$ cat src/rtl/cwa_pkg.sv
package cwa_pkg;

   // Window length and field widths
   localparam int WINDOW   = 10;
   localparam int SAMPLE_W = 16;
   localparam int CLOG_W   = $clog2(WINDOW);
   localparam int SUM_W    = SAMPLE_W + CLOG_W;
   localparam int CNT_W    = $clog2(WINDOW + 1);

   // Reciprocal for the divide by WINDOW: exact for every sum below 2**SUM_W
   localparam int DIV_SHIFT = SUM_W + CLOG_W;
   localparam int MULT_W    = SUM_W + 2;
   localparam longint unsigned DIV_MULT =
      ((longint'(1) << DIV_SHIFT) + longint'(WINDOW) - 1) / longint'(WINDOW);
   localparam int PROD_W    = SUM_W + MULT_W;

   typedef enum logic [0:0] {
      ST_RUN,
      ST_FLUSH
   } state_type;

   // Controller to datapath
   typedef struct packed {
      logic accept;
      logic flush_step;
      logic pop;
   } cmd_type;

   // Datapath to controller
   typedef struct packed {
      logic seen_hi;
      logic flush_last;
      logic out_valid;
   } status_type;

   // Floor of sum / WINDOW by multiplication with the reciprocal
   function automatic logic [SAMPLE_W-1:0] div_window(input logic [SUM_W-1:0] s);
      logic [PROD_W-1:0] prod;
      prod = PROD_W'(s) * PROD_W'(DIV_MULT);
      return prod[DIV_SHIFT +: SAMPLE_W];
   endfunction

endpackage

$ cat src/rtl/cwa_ctrl.sv
module cwa_ctrl (
   input  logic               clock,
   input  logic               reset,
   input  logic               req_valid,
   input  logic               req_final_sample,
   input  logic               rsp_stall,
   input  cwa_pkg::status_type status,
   output cwa_pkg::cmd_type   cmd,
   output logic               req_stall
);
   import cwa_pkg::*;

   state_type state_ff;
   state_type state_in;
   logic      slot_free;

   // Output register can take a new beat this cycle
   assign slot_free = !status.out_valid || !rsp_stall;

   // Next state
   always_comb begin
      state_in = state_ff;
      case (state_ff)
         ST_RUN: begin
            if (req_valid && slot_free && req_final_sample && status.seen_hi) begin
               state_in = ST_FLUSH;
            end
         end
         ST_FLUSH: begin
            if (slot_free && status.flush_last) begin
               state_in = ST_RUN;
            end
         end
         default: state_in = ST_RUN;
      endcase
   end

   // Commands
   always_comb begin
      cmd.accept     = 1'b0;
      cmd.flush_step = 1'b0;
      cmd.pop        = !rsp_stall;
      req_stall      = 1'b1;
      case (state_ff)
         ST_RUN: begin
            req_stall  = !slot_free;
            cmd.accept = req_valid && slot_free;
         end
         ST_FLUSH: begin
            cmd.flush_step = slot_free;
         end
         default: begin
            req_stall = 1'b1;
         end
      endcase
   end

   always_ff @(posedge clock) begin
      if (reset) begin
         state_ff <= ST_RUN;
      end else begin
         state_ff <= state_in;
      end
   end

   // No sample taken while the wrapped results drain
   a_no_accept_in_flush: assert property (@(posedge clock) disable iff (reset)
      state_ff == ST_FLUSH |-> !cmd.accept)
      else $error("sample accepted during flush");

endmodule

$ cat src/rtl/cwa_datapath.sv
module cwa_datapath (
   input  logic                           clock,
   input  logic                           reset,
   input  cwa_pkg::cmd_type               cmd,
   input  logic [cwa_pkg::SAMPLE_W-1:0]   req_sample,
   input  logic                           req_final_sample,
   output cwa_pkg::status_type            status,
   output logic                           rsp_valid,
   output logic [cwa_pkg::SAMPLE_W-1:0]   rsp_average,
   output logic                           rsp_end_of_run,
   output logic                           rsp_too_short
);
   import cwa_pkg::*;

   logic [SAMPLE_W-1:0] line_ff [WINDOW];
   logic [SAMPLE_W-1:0] line_in [WINDOW];
   logic [SAMPLE_W-1:0] head_ff [WINDOW-1];
   logic [SAMPLE_W-1:0] head_in [WINDOW-1];
   logic [SUM_W-1:0]    sum_ff, sum_in;
   logic [CNT_W-1:0]    seen_ff, seen_in;
   logic [CNT_W-1:0]    cnt_ff, cnt_in;
   logic                valid_ff, valid_in;
   logic [SAMPLE_W-1:0] avg_ff, avg_in;
   logic                eor_ff, eor_in;
   logic                short_ff, short_in;
   logic [SUM_W-1:0]    new_sum;
   logic [SUM_W-1:0]    flush_sum;
   logic                seen_hi;
   logic                flush_last;

   assign seen_hi    = seen_ff >= CNT_W'(WINDOW - 1);
   assign flush_last = cnt_ff == CNT_W'(WINDOW - 2);
   assign new_sum    = sum_ff - SUM_W'(line_ff[0]) + SUM_W'(req_sample);
   assign flush_sum  = sum_ff - SUM_W'(line_ff[0]) + SUM_W'(head_ff[0]);

   assign status.seen_hi    = seen_hi;
   assign status.flush_last = flush_last;
   assign status.out_valid  = valid_ff;

   // Window update, head store and output beat
   always_comb begin
      line_in  = line_ff;
      head_in  = head_ff;
      sum_in   = sum_ff;
      seen_in  = seen_ff;
      cnt_in   = cnt_ff;
      avg_in   = avg_ff;
      eor_in   = eor_ff;
      short_in = short_ff;
      valid_in = cmd.pop ? 1'b0 : valid_ff;

      if (cmd.accept) begin
         for (int i = 0; i < WINDOW - 1; i++) begin
            line_in[i] = line_ff[i+1];
         end
         line_in[WINDOW-1] = req_sample;
         sum_in  = new_sum;
         seen_in = seen_hi ? CNT_W'(WINDOW) : seen_ff + CNT_W'(1);
         if (!seen_hi) begin
            for (int i = 0; i < WINDOW - 1; i++) begin
               if (seen_ff == CNT_W'(i)) begin
                  head_in[i] = req_sample;
               end
            end
         end
         cnt_in = '0;
         if (seen_hi) begin
            // ordinary window result
            valid_in = 1'b1;
            avg_in   = div_window(new_sum);
            eor_in   = 1'b0;
            short_in = 1'b0;
         end else if (req_final_sample) begin
            // vector shorter than the window
            valid_in = 1'b1;
            avg_in   = '0;
            eor_in   = 1'b1;
            short_in = 1'b1;
            for (int i = 0; i < WINDOW; i++) begin
               line_in[i] = '0;
            end
            sum_in  = '0;
            seen_in = '0;
         end
      end

      if (cmd.flush_step) begin
         valid_in = 1'b1;
         avg_in   = div_window(flush_sum);
         eor_in   = flush_last;
         short_in = 1'b0;
         if (flush_last) begin
            for (int i = 0; i < WINDOW; i++) begin
               line_in[i] = '0;
            end
            sum_in  = '0;
            seen_in = '0;
            cnt_in  = '0;
         end else begin
            // walk both stores so the next pair sits at the front
            for (int i = 0; i < WINDOW - 1; i++) begin
               line_in[i] = line_ff[i+1];
            end
            line_in[WINDOW-1] = '0;
            for (int i = 0; i < WINDOW - 2; i++) begin
               head_in[i] = head_ff[i+1];
            end
            sum_in = flush_sum;
            cnt_in = cnt_ff + CNT_W'(1);
         end
      end
   end

   // Control state and window
   always_ff @(posedge clock) begin
      if (reset) begin
         for (int i = 0; i < WINDOW; i++) begin
            line_ff[i] <= '0;
         end
         sum_ff   <= '0;
         seen_ff  <= '0;
         cnt_ff   <= '0;
         valid_ff <= 1'b0;
      end else begin
         line_ff  <= line_in;
         sum_ff   <= sum_in;
         seen_ff  <= seen_in;
         cnt_ff   <= cnt_in;
         valid_ff <= valid_in;
      end
   end

   // Payload, no reset
   always_ff @(posedge clock) begin
      head_ff  <= head_in;
      avg_ff   <= avg_in;
      eor_ff   <= eor_in;
      short_ff <= short_in;
   end

   assign rsp_valid      = valid_ff;
   assign rsp_average    = avg_ff;
   assign rsp_end_of_run = eor_ff;
   assign rsp_too_short  = short_ff;

   // A waiting beat is never overwritten
   a_no_overwrite: assert property (@(posedge clock) disable iff (reset)
      valid_ff && !cmd.pop |-> !cmd.accept && !cmd.flush_step)
      else $error("output beat overwritten while stalled");

   a_seen_bound: assert property (@(posedge clock) disable iff (reset)
      seen_ff <= CNT_W'(WINDOW))
      else $error("sample count beyond window");

   // Flush only runs on a full window
   a_flush_full: assert property (@(posedge clock) disable iff (reset)
      cmd.flush_step |-> seen_ff == CNT_W'(WINDOW))
      else $error("flush step without a full window");

endmodule

$ cat src/rtl/circular_window_average.sv
// Latency: a result beat is registered and appears in the cycle after the sample that causes it.
// Throughput: one sample per cycle while the result side keeps up.
// The last sample of a full vector is followed by WINDOW-1 (9) wrapped results,
// issued one a cycle from the head store while the result side keeps up; no sample is taken then.
// Reset (synchronous, active high) clears the window, sum, counts and the
// output beat; the head store is not cleared.
module circular_window_average (
   input  logic                          clock,
   input  logic                          reset,
   input  logic                          req_valid,
   output logic                          req_stall,
   input  logic [cwa_pkg::SAMPLE_W-1:0]  req_sample,
   input  logic                          req_final_sample,
   output logic                          rsp_valid,
   input  logic                          rsp_stall,
   output logic [cwa_pkg::SAMPLE_W-1:0]  rsp_average,
   output logic                          rsp_end_of_run,
   output logic                          rsp_too_short
);
   import cwa_pkg::*;

   cmd_type    cmd;
   status_type status;

   cwa_ctrl u_ctrl (
      .clock            (clock),
      .reset            (reset),
      .req_valid        (req_valid),
      .req_final_sample (req_final_sample),
      .rsp_stall        (rsp_stall),
      .status           (status),
      .cmd              (cmd),
      .req_stall        (req_stall)
   );

   cwa_datapath u_datapath (
      .clock            (clock),
      .reset            (reset),
      .cmd              (cmd),
      .req_sample       (req_sample),
      .req_final_sample (req_final_sample),
      .status           (status),
      .rsp_valid        (rsp_valid),
      .rsp_average      (rsp_average),
      .rsp_end_of_run   (rsp_end_of_run),
      .rsp_too_short    (rsp_too_short)
   );

   // Short vector gives a flagged beat on the next cycle
   a_short_result: assert property (@(posedge clock) disable iff (reset)
      req_valid && !req_stall && req_final_sample && !status.seen_hi
      |=> rsp_valid && rsp_too_short && rsp_end_of_run)
      else $error("short vector beat missing");

endmodule

$ cat config.mk
export PLATFORM = sky130hd
export DESIGN_NAME = circular_window_average
export DESIGN_NICKNAME = d
export VERILOG_FILES = /design/src/rtl/cwa_pkg.sv /design/src/rtl/cwa_ctrl.sv /design/src/rtl/cwa_datapath.sv /design/src/rtl/circular_window_average.sv
export SDC_FILE = /design/constraint.sdc
export NUM_CORES = 2
export LEC_CHECK = 0
export CAP_MARGIN = 10
export CORE_MARGIN = 2
export CORE_UTILIZATION = 60
export CTS_CLUSTER_DIAMETER = 120
export CTS_CLUSTER_SIZE = 25
export DETAILED_ROUTE_END_ITERATION = 10
export DONT_BUFFER_PORTS = 1
export PLACE_DENSITY = 0.76
export SYNTH_ARGS = -nofsm -noshare
export SYNTH_HDL_FRONTEND = slang
export SYNTH_SLANG_ARGS = --single-unit
$ cat constraint.sdc
create_clock -name clock -period 17.5 [get_ports clock]
set_input_delay 3.5 -clock clock [delete_from_list [all_inputs] [get_ports clock]]
set_output_delay 3.5 -clock clock [all_outputs]
set_load 0.01 [all_outputs]
==> impl_metrics.prom <==
# TYPE chip_impl_metric gauge
chip_impl_metric{name="timing.max_slew.rel_slack",unit=""} 0.158
chip_impl_metric{name="final_layout_size_suffix_gt1_frac",unit=""} 0.0260
chip_impl_metric{name="viasPerCell",unit=""} 5.78
chip_impl_metric{name="fin_crit",unit="ns"} 12.02
chip_impl_metric{name="crit_share_post_route",unit=""} 0.687
chip_impl_metric{name="detail-route-antenna-nets",unit=""} 0
chip_impl_metric{name="synth.yosys.seq_area_share",unit=""} 0.254
chip_impl_metric{name="drv_cap",unit=""} 0
chip_impl_metric{name="synth.ff_latch_count",unit=""} 352
chip_impl_metric{name="detail_route.wirelength",unit="um"} 67600
chip_impl_metric{name="fp.dieH",unit="um"} 224
chip_impl_metric{name="synth_enable_flop_cells",unit=""} 33
chip_impl_metric{name="cp_max_fo",unit=""} 11
chip_impl_metric{name="post_drt_wl_per_cell",unit="um"} 18.9
chip_impl_metric{name="hold_depth",unit=""} 2
chip_impl_info{name="crit_path_top_delay_cell",value="sky130_fd_sc_hd__fa_1"} 1
chip_impl_info{name="maxUsedRoutingLayer",value="met5"} 1
chip_impl_metric{name="setup_total_negative_slack",unit="ns"} 0
chip_impl_info{name="outcome",value="completed"} 1
chip_impl_metric{name="die_area",unit="mm^2"} 0.0502
chip_impl_metric{name="clkTransAtPathRegs",unit="ns"} 0.10
chip_impl_info{name="crit_path_end_kind",value="register"} 1
chip_impl_metric{name="hpwl",unit="um"} 53700
chip_impl_metric{name="synthesis.yosys.warnings",unit=""} 0
chip_impl_metric{name="synthesis.instances",unit=""} 3029
chip_impl_metric{name="synth_fp_nets",unit=""} 3768
chip_impl_metric{name="area_delta_synth_final",unit="%"} 3.64
chip_impl_metric{name="port_buffers",unit=""} 0
chip_impl_info{name="regToRegStartpoint",value="u_datapath.sum_ff[0]"} 1
chip_impl_info{name="layout.cells.most_common",value="sky130_fd_sc_hd__inv_1"} 1
chip_impl_metric{name="drt_first_iter_violations",unit=""} 1533
chip_impl_metric{name="finalSetupViolations",unit=""} 0
chip_impl_metric{name="core_area",unit="mm^2"} 0.0477
chip_impl_metric{name="floorplan.initialDensity",unit=""} 0.609
chip_impl_metric{name="worst_pin_slew",unit="ns"} 1.25
chip_impl_metric{name="globalRouteTotalUtil",unit=""} 0.273
chip_impl_info{name="worstHoldStart",value="u_datapath.head_ff[13]"} 1
chip_impl_metric{name="worst_ep_required_time",unit="ns"} 17.76
chip_impl_metric{name="synth_async_sr_flop_share",unit=""} 0
chip_impl_info{name="dominantRegCellSynth",value="sky130_fd_sc_hd__dfxtp_1"} 1
chip_impl_metric{name="crit_path_max_incr_delay",unit="ns"} 0.56
chip_impl_info{name="worstHoldEndpoint",value="u_datapath.head_ff[29]"} 1
chip_impl_info{name="grt_setup_unrepaired",value="false"} 1
chip_impl_metric{name="met2RoutedLength",unit="um"} 32200
chip_impl_info{name="most-common-layout-cells",value="sky130_fd_sc_hd__inv_1, sky130_fd_sc_hd__ha_1, sky130_fd_sc_hd__dfxtp_1, sky130_fd_sc_hd__fa_1, sky130_fd_sc_hd__nor2_1"} 1
chip_impl_metric{name="std_cell_rows",unit=""} 80
chip_impl_metric{name="postCtsSetupBuffers",unit=""} 0
chip_impl_metric{name="overflow",unit=""} 0
chip_impl_metric{name="drc_errors",unit=""} 0
chip_impl_metric{name="final_max_slew_viol_count",unit=""} 0
chip_impl_metric{name="final-hold-violation-count",unit=""} 0
chip_impl_metric{name="cts_hold_repair.buffers",unit=""} 0
chip_impl_info{name="reg2reg_to",value="u_datapath.rsp_average[14]"} 1
chip_impl_metric{name="clock_path_buffers",unit=""} 3
chip_impl_metric{name="routed-via-count",unit=""} 20700
chip_impl_info{name="setup.worst_path.class",value="primary input to register"} 1
chip_impl_metric{name="via_count_of_the_first_global_routing_pass",unit=""} 20800
chip_impl_metric{name="cts_resized",unit=""} 0
chip_impl_metric{name="fmax",unit="MHz"} 83.2
chip_impl_metric{name="grt_start_max_net_pins",unit=""} 188
chip_impl_metric{name="cts.sinks",unit=""} 352
chip_impl_metric{name="number_of_search_and_repair_iterations_in_the_first_detailed_routing_pass",unit=""} 5
chip_impl_info{name="startpoint_kind_of_the_worst_setup_timing_path",value="primary input"} 1
chip_impl_metric{name="routed-wl-met3",unit="um"} 2800
chip_impl_metric{name="antenna_found_initial",unit=""} 2
chip_impl_metric{name="hold_slack",unit="ns"} 0.451
chip_impl_info{name="critical_path.startpoint",value="req_sample[0]"} 1
chip_impl_metric{name="boundaryPins",unit=""} 41
chip_impl_metric{name="postSynthAreaPerCell",unit="um^2"} 9.60
chip_impl_info{name="hold_class",value="register to register"} 1
chip_impl_metric{name="post_synth_instance_area",unit="mm^2"} 0.0291
chip_impl_metric{name="latest_clock_arrival_within_the_worst_skew_pair",unit="ns"} 0.54
chip_impl_metric{name="chipWidth",unit="um"} 224
chip_impl_metric{name="antenna-diode-count",unit=""} 0
chip_impl_metric{name="gp_congestion",unit=""} 0.959
chip_impl_info{name="clockRootBuffer",value="sky130_fd_sc_hd__clkbuf_16"} 1
chip_impl_metric{name="critPathArrivalTime",unit="ns"} 12.29
chip_impl_metric{name="worst-r2r-setup-slack",unit="ns"} 6.38
chip_impl_metric{name="worstRegToRegCells",unit=""} 41
chip_impl_metric{name="met1Wirelength",unit="um"} 31200
chip_impl_metric{name="final_net_count",unit=""} 3690
chip_impl_metric{name="skew",unit="ns"} 0.0305
chip_impl_metric{name="count_of_cell_types_in_the_netlist",unit=""} 74
chip_impl_info{name="tritoncts_clock_tree",value="built"} 1
chip_impl_metric{name="grt_pass1_wl",unit="um"} 109000
chip_impl_metric{name="cts.htree.levels",unit=""} 1
chip_impl_metric{name="tritoncts.num_buffers",unit=""} 19
metrics by stage:
stage | cells | setup slack (ns) | util | cell area (um^2)
global route | 3571 | 5.03 | 0.631 | 30100
global placement | 3545 | 5.30 | 0.620 | 29600
detailed placement | 3545 | 5.03 | 0.620 | 29600
floorplan | 3029 | 6.23 | - | 29100
finish | 3571 | 5.48 | 0.631 | 30100
CTS | 3571 | 5.58 | 0.631 | 30100
state kept, by name (all words and copies together) (netlist names):
name	cells
u_datapath.sum_ff	20
u_datapath.rsp_valid	1
u_datapath.seen_ff	4
u_datapath.line_ff	160
u_datapath.rsp_too_short	1
u_datapath.cnt_ff	4
u_datapath.rsp_end_of_run	1
u_ctrl.state_ff	1
u_datapath.head_ff	144
u_datapath.rsp_average	16
final cells by class:
| class | instances | area [um^2] |
|---|---|---|
| sequential | 352 | 7380 |
| inverter | 531 | 1990 |
| fill | 3936 | 17600 |
| clock buffer | 23 | 490 |
| tap | 615 | 769 |
| timing repair buffer | 21 | 158 |
| clock inverter | 3 | 57.6 |
| multi-input combinational | 2026 | 19300 |
cell usage after synthesis, types with 31 or more instances:
cell type / count / area (um^2)
sky130_fd_sc_hd__xnor2_1: 65 / 569
sky130_fd_sc_hd__inv_1: 531 / 1990
sky130_fd_sc_hd__ha_1: 437 / 5470
sky130_fd_sc_hd__a21oi_1: 66 / 330
sky130_fd_sc_hd__clkbuf_1: 112 / 420
sky130_fd_sc_hd__o21ai_0: 165 / 826
sky130_fd_sc_hd__nor2_1: 234 / 878
sky130_fd_sc_hd__a21o_1: 31 / 233
sky130_fd_sc_hd__nand2_1: 184 / 691
sky130_fd_sc_hd__a22oi_1: 165 / 1240
sky130_fd_sc_hd__xor2_1: 36 / 315
sky130_fd_sc_hd__nor3_1: 31 / 155
sky130_fd_sc_hd__edfxtp_1: 33 / 991
sky130_fd_sc_hd__dfxtp_1: 319 / 6390
sky130_fd_sc_hd__fa_1: 281 / 5630
sky130_fd_sc_hd__mux2i_1: 124 / 1240
cells by family after synthesis:
kind of cell / Yosys count / synth area share
AO/OA/AOI/OAI: 563 / 0.131
XOR/XNOR: 104 / 0.0321
adder cells (fa/ha/maj): 718 / 0.382
buffers and inverters: 651 / 0.0841
flip-flops: 352 / 0.254
multiplexers: 124 / 0.0427
AND/OR/NAND/NOR: 517 / 0.0745
critical path, delay by kind of cell:
kind | cells | cell delay, ns
adders and majority gates | 10 | 3.82
AOI/OAI and AO/OA | 13 | 3.32
and+or+nand+nor | 3 | 0.90
buffers and inverters | 3 | 0.17
xor gates and xnor gates | 2 | 0.58
worst max-delay path by stage:
stage | end | slack [ns] | cells after the start
after floorplan | u_datapath.rsp_average[9] | 6.23 | 32
after global placement | u_datapath.rsp_average[9] | 5.30 | 32
after detailed placement | u_datapath.rsp_average[9] | 5.03 | 31
after CTS | u_datapath.rsp_average[9] | 5.58 | 31
after global routing | u_datapath.rsp_average[9] | 5.03 | 31
final | u_datapath.rsp_average[9] | 5.48 | 31
metal layers:
metal / up-vias / global-route usage
met5: - / 0
met4: 2 / 0.0555
met3: 73 / 0.0265
met2: 380 / 0.454
met1: 10300 / 0.389
li1: 9933 / -
Power is not shown: default switching activity piles up to over one toggle a cycle in this logic, so the estimate is an artifact.
